`src/sv/clxm_pkg.sv`:
```
// Package for the combined LCG / xorshift / multiply-with-carry generator.
// Holds the generator constants and the controller-to-datapath command struct.
// No dependencies.
package clxm_pkg;

    // Generator constants
    localparam logic [63:0] LCG_MUL = 64'd2862933555777941757;
    localparam logic [63:0] LCG_ADD = 64'd7046029254386353087;
    localparam logic [63:0] XS_INIT = 64'd4101842887655102017;
    localparam logic [31:0] MWC_MUL = 32'd4294957665;

    // Commands from controller to datapath, at most one set per cycle
    typedef struct packed {
        logic init_seed;  // load the LCG word from the seed register, the other two with constants
        logic mul;        // register the partial products
        logic upd;        // advance the three words
        logic copy_xs;    // xorshift word takes the LCG word
        logic copy_mwc;   // MWC word takes the xorshift word
        logic load_out;   // register the result from the current words
    } clxm_cmd_t;

endpackage

```
`src/sv/clxm_if.sv`:
```
// Handshake channels of the generator: request channel and result channel.
// Depends on nothing.
interface clxm_req_if;
    logic valid;
    logic ready;
    logic reseed;

    modport source (output valid, output reseed, input ready);
    modport sink (input valid, input reseed, output ready);
endinterface

interface clxm_rsp_if;
    logic        valid;
    logic        ready;
    logic [63:0] random_value;

    modport source (output valid, output random_value, input ready);
    modport sink (input valid, input random_value, output ready);
endinterface

```
`src/sv/clxm_datapath.sv`:
```
// Datapath of the generator: seed register, the three state words, the
// split 64-bit multiply, the tempering and the result register.
// Depends on clxm_pkg.
module clxm_datapath
    import clxm_pkg::*;
(
    input  logic        clk,
    input  logic        rst_n,
    input  logic        seed_wr_en,
    input  logic [63:0] seed_wr_data,
    input  clxm_cmd_t   cmd,
    output logic [63:0] random_value
);

    logic [63:0] seed_reg;
    logic [63:0] lcg_reg, lcg_next;
    logic [63:0] xs_reg, xs_next;
    logic [63:0] mwc_reg, mwc_next;
    logic [63:0] p_ll_reg;      // low x low product of the LCG multiply
    logic [31:0] p_cross_reg;   // sum of the two cross products, low half only
    logic [63:0] p_mwc_reg;     // MWC multiply
    logic [63:0] res_reg, res_next;

    logic [31:0] cross_a;
    logic [31:0] cross_b;
    logic [63:0] xs_s1;
    logic [63:0] xs_s2;
    logic [63:0] tmp_a;
    logic [63:0] tmp_b;
    logic [63:0] tmp_c;

    // Seed register
    always_ff @(posedge clk or negedge rst_n)
    begin
        if (!rst_n)
            seed_reg <= '0;
        else if (seed_wr_en)
            seed_reg <= seed_wr_data;
    end

    // Partial products: four independent 32x32 multipliers
    assign cross_a = lcg_reg[31:0] * LCG_MUL[63:32];
    assign cross_b = lcg_reg[63:32] * LCG_MUL[31:0];

    always_ff @(posedge clk)
    begin
        if (cmd.mul)
        begin
            p_ll_reg    <= {32'd0, lcg_reg[31:0]} * {32'd0, LCG_MUL[31:0]};
            p_cross_reg <= cross_a + cross_b;
            p_mwc_reg   <= {32'd0, mwc_reg[31:0]} * {32'd0, MWC_MUL};
        end
    end

    // Xorshift steps
    assign xs_s1 = xs_reg ^ (xs_reg >> 17);
    assign xs_s2 = xs_s1 ^ (xs_s1 << 31);

    // State word update
    always_comb
    begin
        lcg_next = lcg_reg;
        xs_next  = xs_reg;
        mwc_next = mwc_reg;
        if (cmd.init_seed)
        begin
            xs_next  = XS_INIT;
            mwc_next = 64'd1;
            lcg_next = seed_reg ^ XS_INIT;
        end
        else if (cmd.upd)
        begin
            lcg_next = p_ll_reg + {p_cross_reg, 32'd0} + LCG_ADD;
            xs_next  = xs_s2 ^ (xs_s2 >> 8);
            mwc_next = p_mwc_reg + {32'd0, mwc_reg[63:32]};
        end
        else if (cmd.copy_xs)
            xs_next = lcg_reg;
        else if (cmd.copy_mwc)
            mwc_next = xs_reg;
    end

    always_ff @(posedge clk or negedge rst_n)
    begin
        if (!rst_n)
        begin
            lcg_reg <= '0;
            xs_reg  <= '0;
            mwc_reg <= '0;
        end
        else
        begin
            lcg_reg <= lcg_next;
            xs_reg  <= xs_next;
            mwc_reg <= mwc_next;
        end
    end

    // Tempering of the LCG word and result mix
    assign tmp_a    = lcg_reg ^ (lcg_reg << 21);
    assign tmp_b    = tmp_a ^ (tmp_a >> 35);
    assign tmp_c    = tmp_b ^ (tmp_b << 4);
    assign res_next = (tmp_c + xs_reg) ^ mwc_reg;

    always_ff @(posedge clk)
    begin
        if (cmd.load_out)
            res_reg <= res_next;
    end

    assign random_value = res_reg;

endmodule

```
`src/sv/clxm_ctrl.sv`:
```
// Controller of the generator: request handshake, seeding sequence,
// draw phases and result valid flag.
// Depends on clxm_pkg.
module clxm_ctrl
    import clxm_pkg::*;
(
    input  logic      clk,
    input  logic      rst_n,
    input  logic      in_valid,
    input  logic      in_reseed,
    output logic      in_ready,
    output logic      out_valid,
    input  logic      out_ready,
    output clxm_cmd_t cmd
);

    localparam logic [2:0] S_IDLE  = 3'd0;
    localparam logic [2:0] S_SINIT = 3'd1;
    localparam logic [2:0] S_MUL   = 3'd2;
    localparam logic [2:0] S_UPD   = 3'd3;
    localparam logic [2:0] S_SETX  = 3'd4;
    localparam logic [2:0] S_SETM  = 3'd5;
    localparam logic [2:0] S_OUT   = 3'd6;

    // Seeding draw counts after which a word copy or the end follows
    localparam logic [2:0] CNT_COPY_XS  = 3'd1;
    localparam logic [2:0] CNT_COPY_MWC = 3'd3;
    localparam logic [2:0] CNT_DONE     = 3'd5;

    logic [2:0] state_reg, state_next;
    logic [2:0] cnt_reg, cnt_next;
    logic [2:0] cnt_inc;
    logic       seeding_reg, seeding_next;
    logic       pending_reg, pending_next;
    logic       out_valid_reg, out_valid_next;

    assign cnt_inc = cnt_reg + 3'd1;

    // Next state and commands
    always_comb
    begin
        state_next     = state_reg;
        cnt_next       = cnt_reg;
        seeding_next   = seeding_reg;
        pending_next   = pending_reg;
        out_valid_next = out_valid_reg && !out_ready;
        cmd            = '0;
        case (state_reg)
            S_IDLE:
            begin
                if (in_valid)
                begin
                    if (in_reseed || pending_reg)
                    begin
                        state_next   = S_SINIT;
                        seeding_next = 1'b1;
                        pending_next = 1'b0;
                    end
                    else
                        state_next = S_MUL;
                end
            end
            S_SINIT:
            begin
                cmd.init_seed = 1'b1;
                cnt_next      = '0;
                state_next    = S_MUL;
            end
            S_MUL:
            begin
                cmd.mul    = 1'b1;
                state_next = S_UPD;
            end
            S_UPD:
            begin
                cmd.upd = 1'b1;
                if (seeding_reg)
                begin
                    cnt_next = cnt_inc;
                    case (cnt_inc)
                        CNT_COPY_XS:  state_next = S_SETX;
                        CNT_COPY_MWC: state_next = S_SETM;
                        CNT_DONE:
                        begin
                            seeding_next = 1'b0;
                            state_next   = S_MUL;
                        end
                        default:      state_next = S_MUL;
                    endcase
                end
                else
                    state_next = S_OUT;
            end
            S_SETX:
            begin
                cmd.copy_xs = 1'b1;
                state_next  = S_MUL;
            end
            S_SETM:
            begin
                cmd.copy_mwc = 1'b1;
                state_next   = S_MUL;
            end
            S_OUT:
            begin
                // wait for the result register to be free
                if (!out_valid_reg || out_ready)
                begin
                    cmd.load_out   = 1'b1;
                    out_valid_next = 1'b1;
                    state_next     = S_IDLE;
                end
            end
            default:
                state_next = S_IDLE;
        endcase
    end

    always_ff @(posedge clk or negedge rst_n)
    begin
        if (!rst_n)
        begin
            state_reg     <= S_IDLE;
            cnt_reg       <= '0;
            seeding_reg   <= 1'b0;
            pending_reg   <= 1'b1;
            out_valid_reg <= 1'b0;
        end
        else
        begin
            state_reg     <= state_next;
            cnt_reg       <= cnt_next;
            seeding_reg   <= seeding_next;
            pending_reg   <= pending_next;
            out_valid_reg <= out_valid_next;
        end
    end

    assign in_ready  = (state_reg == S_IDLE);
    assign out_valid = out_valid_reg;

endmodule

```
`src/sv/combined_lcg_xorshift_mwc_rng_top.sv`:
```
// Top level of the combined LCG / xorshift / multiply-with-carry generator.
// Depends on clxm_pkg, clxm_if, clxm_ctrl and clxm_datapath.
//
//  channel  | dir | handshake         | payload
//  ---------+-----+-------------------+---------------------------
//  req      | in  | valid / ready     | reseed (1 bit)
//  rsp      | out | valid / ready     | random_value (64 bits)
//  seed     | in  | seed_wr_en        | seed_wr_data (64 bits)
//
// A draw registers the 32x32 partial products, then advances the three
// words. A plain item runs through accept, multiply, update and result
// load before the next ready; an item that seeds adds one seed load, five
// extra draws and two word copies.
// After reset the first item always seeds. One item is in work at a time;
// a result waits in the output register while the next item is taken, and
// the block holds in the result-load step if that register is still full.
module combined_lcg_xorshift_mwc_rng_top
    import clxm_pkg::*;
(
    input  logic        clk,
    input  logic        rst_n,
    input  logic        seed_wr_en,
    input  logic [63:0] seed_wr_data,
    clxm_req_if.sink    req,
    clxm_rsp_if.source  rsp
);

    clxm_cmd_t cmd;
    logic      req_ready;
    logic      rsp_valid;

    // Controller
    clxm_ctrl u_ctrl (
        .clk       (clk),
        .rst_n     (rst_n),
        .in_valid  (req.valid),
        .in_reseed (req.reseed),
        .in_ready  (req_ready),
        .out_valid (rsp_valid),
        .out_ready (rsp.ready),
        .cmd       (cmd)
    );

    // Datapath
    clxm_datapath u_datapath (
        .clk          (clk),
        .rst_n        (rst_n),
        .seed_wr_en   (seed_wr_en),
        .seed_wr_data (seed_wr_data),
        .cmd          (cmd),
        .random_value (rsp.random_value)
    );

    assign req.ready = req_ready;
    assign rsp.valid = rsp_valid;

endmodule

```
`src/flat_wrapper.sv`:
```
// flat-port wrapper written by rule: the top's interface ports become plain ports
module combined_lcg_xorshift_mwc_rng_top_flat import clxm_pkg::*;
  (clk, rst_n, seed_wr_en, seed_wr_data, req_valid, req_reseed, req_ready, rsp_valid, rsp_random_value, rsp_ready);
  clxm_req_if req_i ();
  clxm_rsp_if rsp_i ();
  input  logic clk;
  input  logic rst_n;
  input  logic seed_wr_en;
  input  logic [63:0] seed_wr_data;
  input wire logic [$bits(req_i.valid)-1:0] req_valid;
  input wire logic [$bits(req_i.reseed)-1:0] req_reseed;
  output wire logic [$bits(req_i.ready)-1:0] req_ready;
  output wire logic [$bits(rsp_i.valid)-1:0] rsp_valid;
  output wire logic [$bits(rsp_i.random_value)-1:0] rsp_random_value;
  input wire logic [$bits(rsp_i.ready)-1:0] rsp_ready;
  assign req_i.valid = req_valid;
  assign req_i.reseed = req_reseed;
  assign req_ready = req_i.ready;
  assign rsp_valid = rsp_i.valid;
  assign rsp_random_value = rsp_i.random_value;
  assign rsp_i.ready = rsp_ready;
  combined_lcg_xorshift_mwc_rng_top u_core (.clk(clk), .rst_n(rst_n), .seed_wr_en(seed_wr_en), .seed_wr_data(seed_wr_data), .req(req_i), .rsp(rsp_i));
endmodule
```
`config.mk`:
```
export PLATFORM = sky130hd
export DESIGN_NAME = combined_lcg_xorshift_mwc_rng_top_flat
export DESIGN_NICKNAME = d
export VERILOG_FILES = /design/src/sv/clxm_pkg.sv /design/src/sv/clxm_if.sv /design/src/sv/clxm_datapath.sv /design/src/sv/clxm_ctrl.sv /design/src/sv/combined_lcg_xorshift_mwc_rng_top.sv /design/src/flat_wrapper.sv
export SDC_FILE = /design/constraint.sdc
export NUM_CORES = 2
export LEC_CHECK = 0
export BUFFER_PORTS_ARGS = -buffer_cell sky130_fd_sc_hd__buf_2
export CAP_MARGIN = 5
export CORE_AREA = 2 2 446 338
export DETAILED_ROUTE_END_ITERATION = 6
export DIE_AREA = 0 0 448 340
export HOLD_SLACK_MARGIN = 0.06
export MAX_ROUTING_LAYER = met4
export PLACE_DENSITY = 0.74
export SYNTH_ARGS = -nofsm -noshare
export SYNTH_HDL_FRONTEND = slang
export SYNTH_SLANG_ARGS = --single-unit
```
`constraint.sdc`:
```
create_clock -name clk -period 23.1 [get_ports clk]
set_clock_uncertainty 0.2 [all_clocks]
set_input_delay 1.155 -clock clk [delete_from_list [all_inputs] [get_ports clk]]
set_output_delay 1.155 -clock clk [all_outputs]
set_load 0.005 [all_outputs]
```
* After elaboration in Yosys (flattened, before gate mapping)
Index checks and enable logic that the tools add are counted.
Operators by class: add/sub/neg operators 6, $mul 4, equal/unequal tests 14, multiplexer cells 31, bitwise logic cells 8, reductions and logical operators 17
Operators with widths (number):
- 64-bit two-way mux | 9
- 64-bit XOR | 4
- 64-bit adder | 2
- 32-bit by 32-bit multiplier with 64-bit output (second input constant) | 2
- 64-bit by 32-bit adder with 64-bit output | 1
- 64-bit by 63-bit adder with 64-bit output (second input constant) | 1
- 64-bit by 29-bit XOR with 64-bit output | 1
- 64-bit by 47-bit XOR with 64-bit output | 1
- 64-bit by 56-bit XOR with 64-bit output | 1
- 32-bit adder | 1
- 32-bit by 29-bit multiplier with 31-bit output (second input constant) | 1
- 32-bit by 32-bit multiplier with 32-bit output (second input constant) | 1
- 31-bit inverter | 1
- 3-bit case mux with 5 select lines | 1
- 1-bit two-way mux | 13
- 3-bit equality test (second input constant) | 4
- 3-bit two-way mux | 4
- 3-bit case mux with 2 select lines | 2
- 3-bit by 2-bit equality test with 1-bit output (second input constant) | 3
- 3-bit by 1-bit equality test with 1-bit output (second input constant) | 2
- 2-bit != test (second input constant) | 3
- 2-bit AND reduction | 3
- 3-bit AND reduction | 2
- 2-bit nonzero test | 3
- 11 further kinds | 14
Word-level totals: register bits after elaboration 489, input port bits 70, word-level logic and storage cells 93

* Longest topological paths before layout
word-level depth 6, gate-level depth with buffers 51

* Modules after synthesis
From an unflattened synthesis, not the netlist that was laid out.
Unflattened totals: cells, all modules 7958, area total of the unflattened synthesis 80497.2 µm²
By module, submodules not included:
- clxm_datapath | times used 1, cells each 7900, area each 79935.4 µm²
- clxm_ctrl | times used 1, cells each 58, area each 561.8 µm²

* Worst setup path before layout
OpenSTA, ideal clock, no wires.
path kind reg2reg, start reg u_core.u_ctrl.state_reg[2], end reg u_core.u_datapath.p_cross_reg[0] (enable), library setup time 0.875 ns, data arrival time 11.917 ns, required time 22.025 ns, slack 10.107 ns, cell stages (with the launch flop) 6, path buffers 4, period minus slack after synthesis 12.993 ns, path through dfrtp_1 > clkbuf_1 > clkbuf_1 > clkbuf_1 > buf_1 > nor3_1
Between the ends: word-level cells in the longest chain between the ends 2
Ends and longest elaborated chain:
- start, declared | RTL line clxm_ctrl.sv:30 | logic [2:0] state_reg, state_next;
- start signal, assigned | RTL line clxm_ctrl.sv:131 | state_reg <= state_next;
- 3-bit by 2-bit equality test with 1-bit output | RTL line clxm_ctrl.sv:48 | case (state_reg)
- 1-bit two-way mux | RTL line clxm_ctrl.sv:48
- end signal, assigned | RTL line clxm_datapath.sv:50 | p_cross_reg <= cross_a + cross_b;
- end, declared | RTL line clxm_datapath.sv:20 | logic [31:0] p_cross_reg;
No other way between the ends. A chain may end at the register's enable or synchronous reset.

* Final worst setup path
start reg u_core.u_datapath.lcg_reg[1], end reg u_core.u_datapath.p_cross_reg[31] (data pin)
Between the ends: word-level cells in the longest chain between the ends 2
Ends and longest elaborated chain:
- start, declared | RTL line clxm_datapath.sv:16 | logic [63:0] lcg_reg, lcg_next;
- start signal, assigned | RTL line clxm_datapath.sv:93 | lcg_reg <= lcg_next;
- 32-bit by 29-bit multiplier with 31-bit output | RTL line clxm_datapath.sv:42 | assign cross_a = lcg_reg[31:0] * LCG_MUL[63:32];
- 32-bit adder | RTL line clxm_datapath.sv:50
No other way between the ends.

==> flow_metrics.py <==
metrics = {
    "worst_hold_path": {
        "worst_hold_path_type": "register to register",
    },
    "logic_synthesis": {
        "async_flop_share": 0.542,
        "netlist_top_cells_area": "fa_1, ha_1, inv_1",
        "syn_inst": 8126,
        "synth_top_area_share": 0.299,
        "synth_seq_cells": 489,
        "synth_area_um2": 80900,
        "avgSynthCellArea_um2": 9.96,
        "synth_top_area_cell": "fa_1",
        "syn_nets": 10591,
        "synth_edf_count": 224,
        "synth.distinct_cells": 83,
        "ys.flop_type": "dfrtp_1",
        "yosys_warnings": 0,
        "ys_seq_area_frac": 0.165,
    },
    "sta": {
        "period_minus_slack_ns": 14.06,
        "hold_slack_ns": 0.281,
        "hold_viol": 0,
        "fmax_mhz": 71.1,
        "setup_viol": 0,
        "slew_viol_final": 5,
        "setup_tns_ns": 0,
        "relSlewSlack": -0.0341,
        "rsz0062_at_grt": "no",
        "max_slew.worst_pin.slew_ns": 1.54,
        "fin_crit_sh": 0.609,
    },
    "floorplanning": {
        "num_rows": 123,
        "boundaryPins": 136,
        "core_um2": 148000,
        "die_x_um": 448,
        "fp.dieH_um": 340,
        "start_util": 0.546,
        "die-area_um2": 152000,
    },
    "cells_and_area": {
        "nNetsFinal": 10719,
        "drive_gt1_frac": 0.0566,
        "final_cell_mix": "inv_1, fa_1, ha_1, xnor2_1, a21oi_1",
        "post-route-util": 0.582,
        "fin_area_um2": 86400,
        "nFillCells": 13033,
        "area_delta_synth_final_pct": 6.75,
        "layout.cells.most_common": "inv_1",
    },
    "clocking": {
        "cts_resized": 0,
        "cts-root-buf": "clkbuf_16",
        "htree_num_levels": 2,
        "post_cts_buffers": 0,
        "worstSkewPairLatency_ns": 0.72,
        "cts_buffer_depth": 3,
        "hold_buffers": 0,
        "clock-sinks": 489,
        "tritoncts": "yes",
        "clk_pin_slew_worst_paths_ns": 0.07,
        "numCtsBuffers": 55,
    },
    "detailed_routing": {
        "drt-initial-drc-count": 8221,
        "wire_per_inst_um": 29.9,
        "drt-vias-per-instance": 6.05,
        "vias": 62403,
        "wl_mm": 309,
        "drc_errors": 5,
        "ant_nets": 0,
        "drt_first_pass_iters": 7,
    },
    "run_status": {
        "status": "complete, but fails checks",
        "violations": "DRC, capacitance limit, slew limit",
    },
    "place": {
        "io_buffers": 135,
        "hpwl_mm": 262,
        "place_area_um2": 84400,
        "finalWeightedCongestion": 1.13,
    },
    "setup_path": {
        "cp-end-kind": "register",
        "critical_path_buf_inv_count": 13,
        "crit_family": "adder cells",
        "slowest_delay_ns": 0.68,
        "crit_slowest_cell": "dfrtp_1",
        "path_class": "register to register",
        "start_kind": "register",
        "worstPathRequired_ns": 23.33,
        "cp_data_arrival_time_ns": 14.29,
        "crit_fanout": 10,
    },
    "global_route": {
        "grt_pass1_wl_mm": 439,
        "grt_pass1_vias": 60975,
        "grt_overflow_total": 0,
        "grt_max_degree": 96,
        "grt_usage": 0.420,
        "antenna_found_initial": 31,
    },
    "run": {
        "maxCapViolations": 1,
    },
}
==> layer usage <==
metal	vias up	GRT usage	part of all wire
met5	-	-	0
met4	0	0.0629	0.019
met3	400	0.237	0.18
met2	3792	0.485	0.35
met1	31594	0.627	0.45
li1	26617	-	-
==> logic make-up after synthesis <==
family | Yosys count | synth area share
compound gates | 1380 | 0.109
xor+xnor | 735 | 0.0795
fa+ha+maj | 2395 | 0.482
buf+inv | 2077 | 0.0967
flops | 489 | 0.165
mux | 94 | 0.0126
simple gates | 956 | 0.0547
==> metrics by stage <==
stage,cells,setup WS (ns)
floorplan,8126,10.11
global placement,10197,9.39
detailed placement,10197,9.15
CTS,10301,9.15
global route,10319,8.43
finish,10322,9.04
==> cells in the mapped netlist (7+ instances only) <==
cell	number
inv_1	1886
fa_1	1210
ha_1	1185
xnor2_1	516
a21oi_1	363
o21ai_0	337
nand2_1	320
dfrtp_1	264
nor2_1	263
edfxtp_1	224
xor2_1	219
clkbuf_1	166
a21o_1	165
nor3_1	71
a22oi_1	69
a31oi_1	64
mux2_2	64
nand3_1	64
o21bai_1	53
nand4_1	45
a211oi_1	41
and3_1	40
a221oi_1	37
o211ai_1	36
a22o_1	35
nand2b_1	34
nor2b_1	31
mux2i_1	30
o21a_1	30
o31ai_1	22
and2_1	18
or3_1	18
buf_1	16
a21boi_0	13
o221ai_1	13
a41oi_1	9
and4_1	9
or2_2	9
nor3b_1	8
nor4_1	8
a221o_1	7
nand3b_1	7
o2111ai_1	7
==> final cells by class <==
| cell class | instances | area (um^2) | share of cell area |
|---|---|---|---|
| clock buffer | 64 | 1460 | 0.0169 |
| timing repair buffer | 261 | 1630 | 0.0189 |
| tap | 2000 | 2500 | 0.0290 |
| clock inverter | 40 | 477 | 0.00552 |
| inverter | 1887 | 7080 | 0.0820 |
| antenna | 21 | 52.6 | 0.000608 |
| sequential | 489 | 13400 | 0.155 |
| multi-input combinational | 5560 | 59800 | 0.692 |
==> worst paths after layout <==
| check | from | endpoint | slack (ns) | depth (start not counted) |
|---|---|---|---|---|
| max in group asynchronous | rst_n | u_core.u_datapath.seed_reg[1]$_DFFE_PN0P_ | 20.00 | 3 |
| setup reg to reg | u_core.u_datapath.lcg_reg[1]$_DFFE_PN0P_ | u_core.u_datapath.p_cross_reg[31]$_DFFE_PP_ | 9.04 | 52 |
| setup / recovery | u_core.u_datapath.lcg_reg[1]$_DFFE_PN0P_ | u_core.u_datapath.p_cross_reg[31]$_DFFE_PP_ | 9.04 | 52 |
| hold reg to reg | u_core.u_ctrl.pending_reg$_DFFE_PN1P_ | u_core.u_ctrl.pending_reg$_DFFE_PN1P_ | 0.28 | 1 |
| min in group asynchronous | rst_n | u_core.u_datapath.lcg_reg[53]$_DFFE_PN0P_ | 0.33 | 1 |
| hold / removal | u_core.u_ctrl.pending_reg$_DFFE_PN1P_ | u_core.u_ctrl.pending_reg$_DFFE_PN1P_ | 0.28 | 1 |
Power is left out: the tool's default activity adds up to more than one toggle a clock period on the data nets, which glitch-free logic cannot reach.
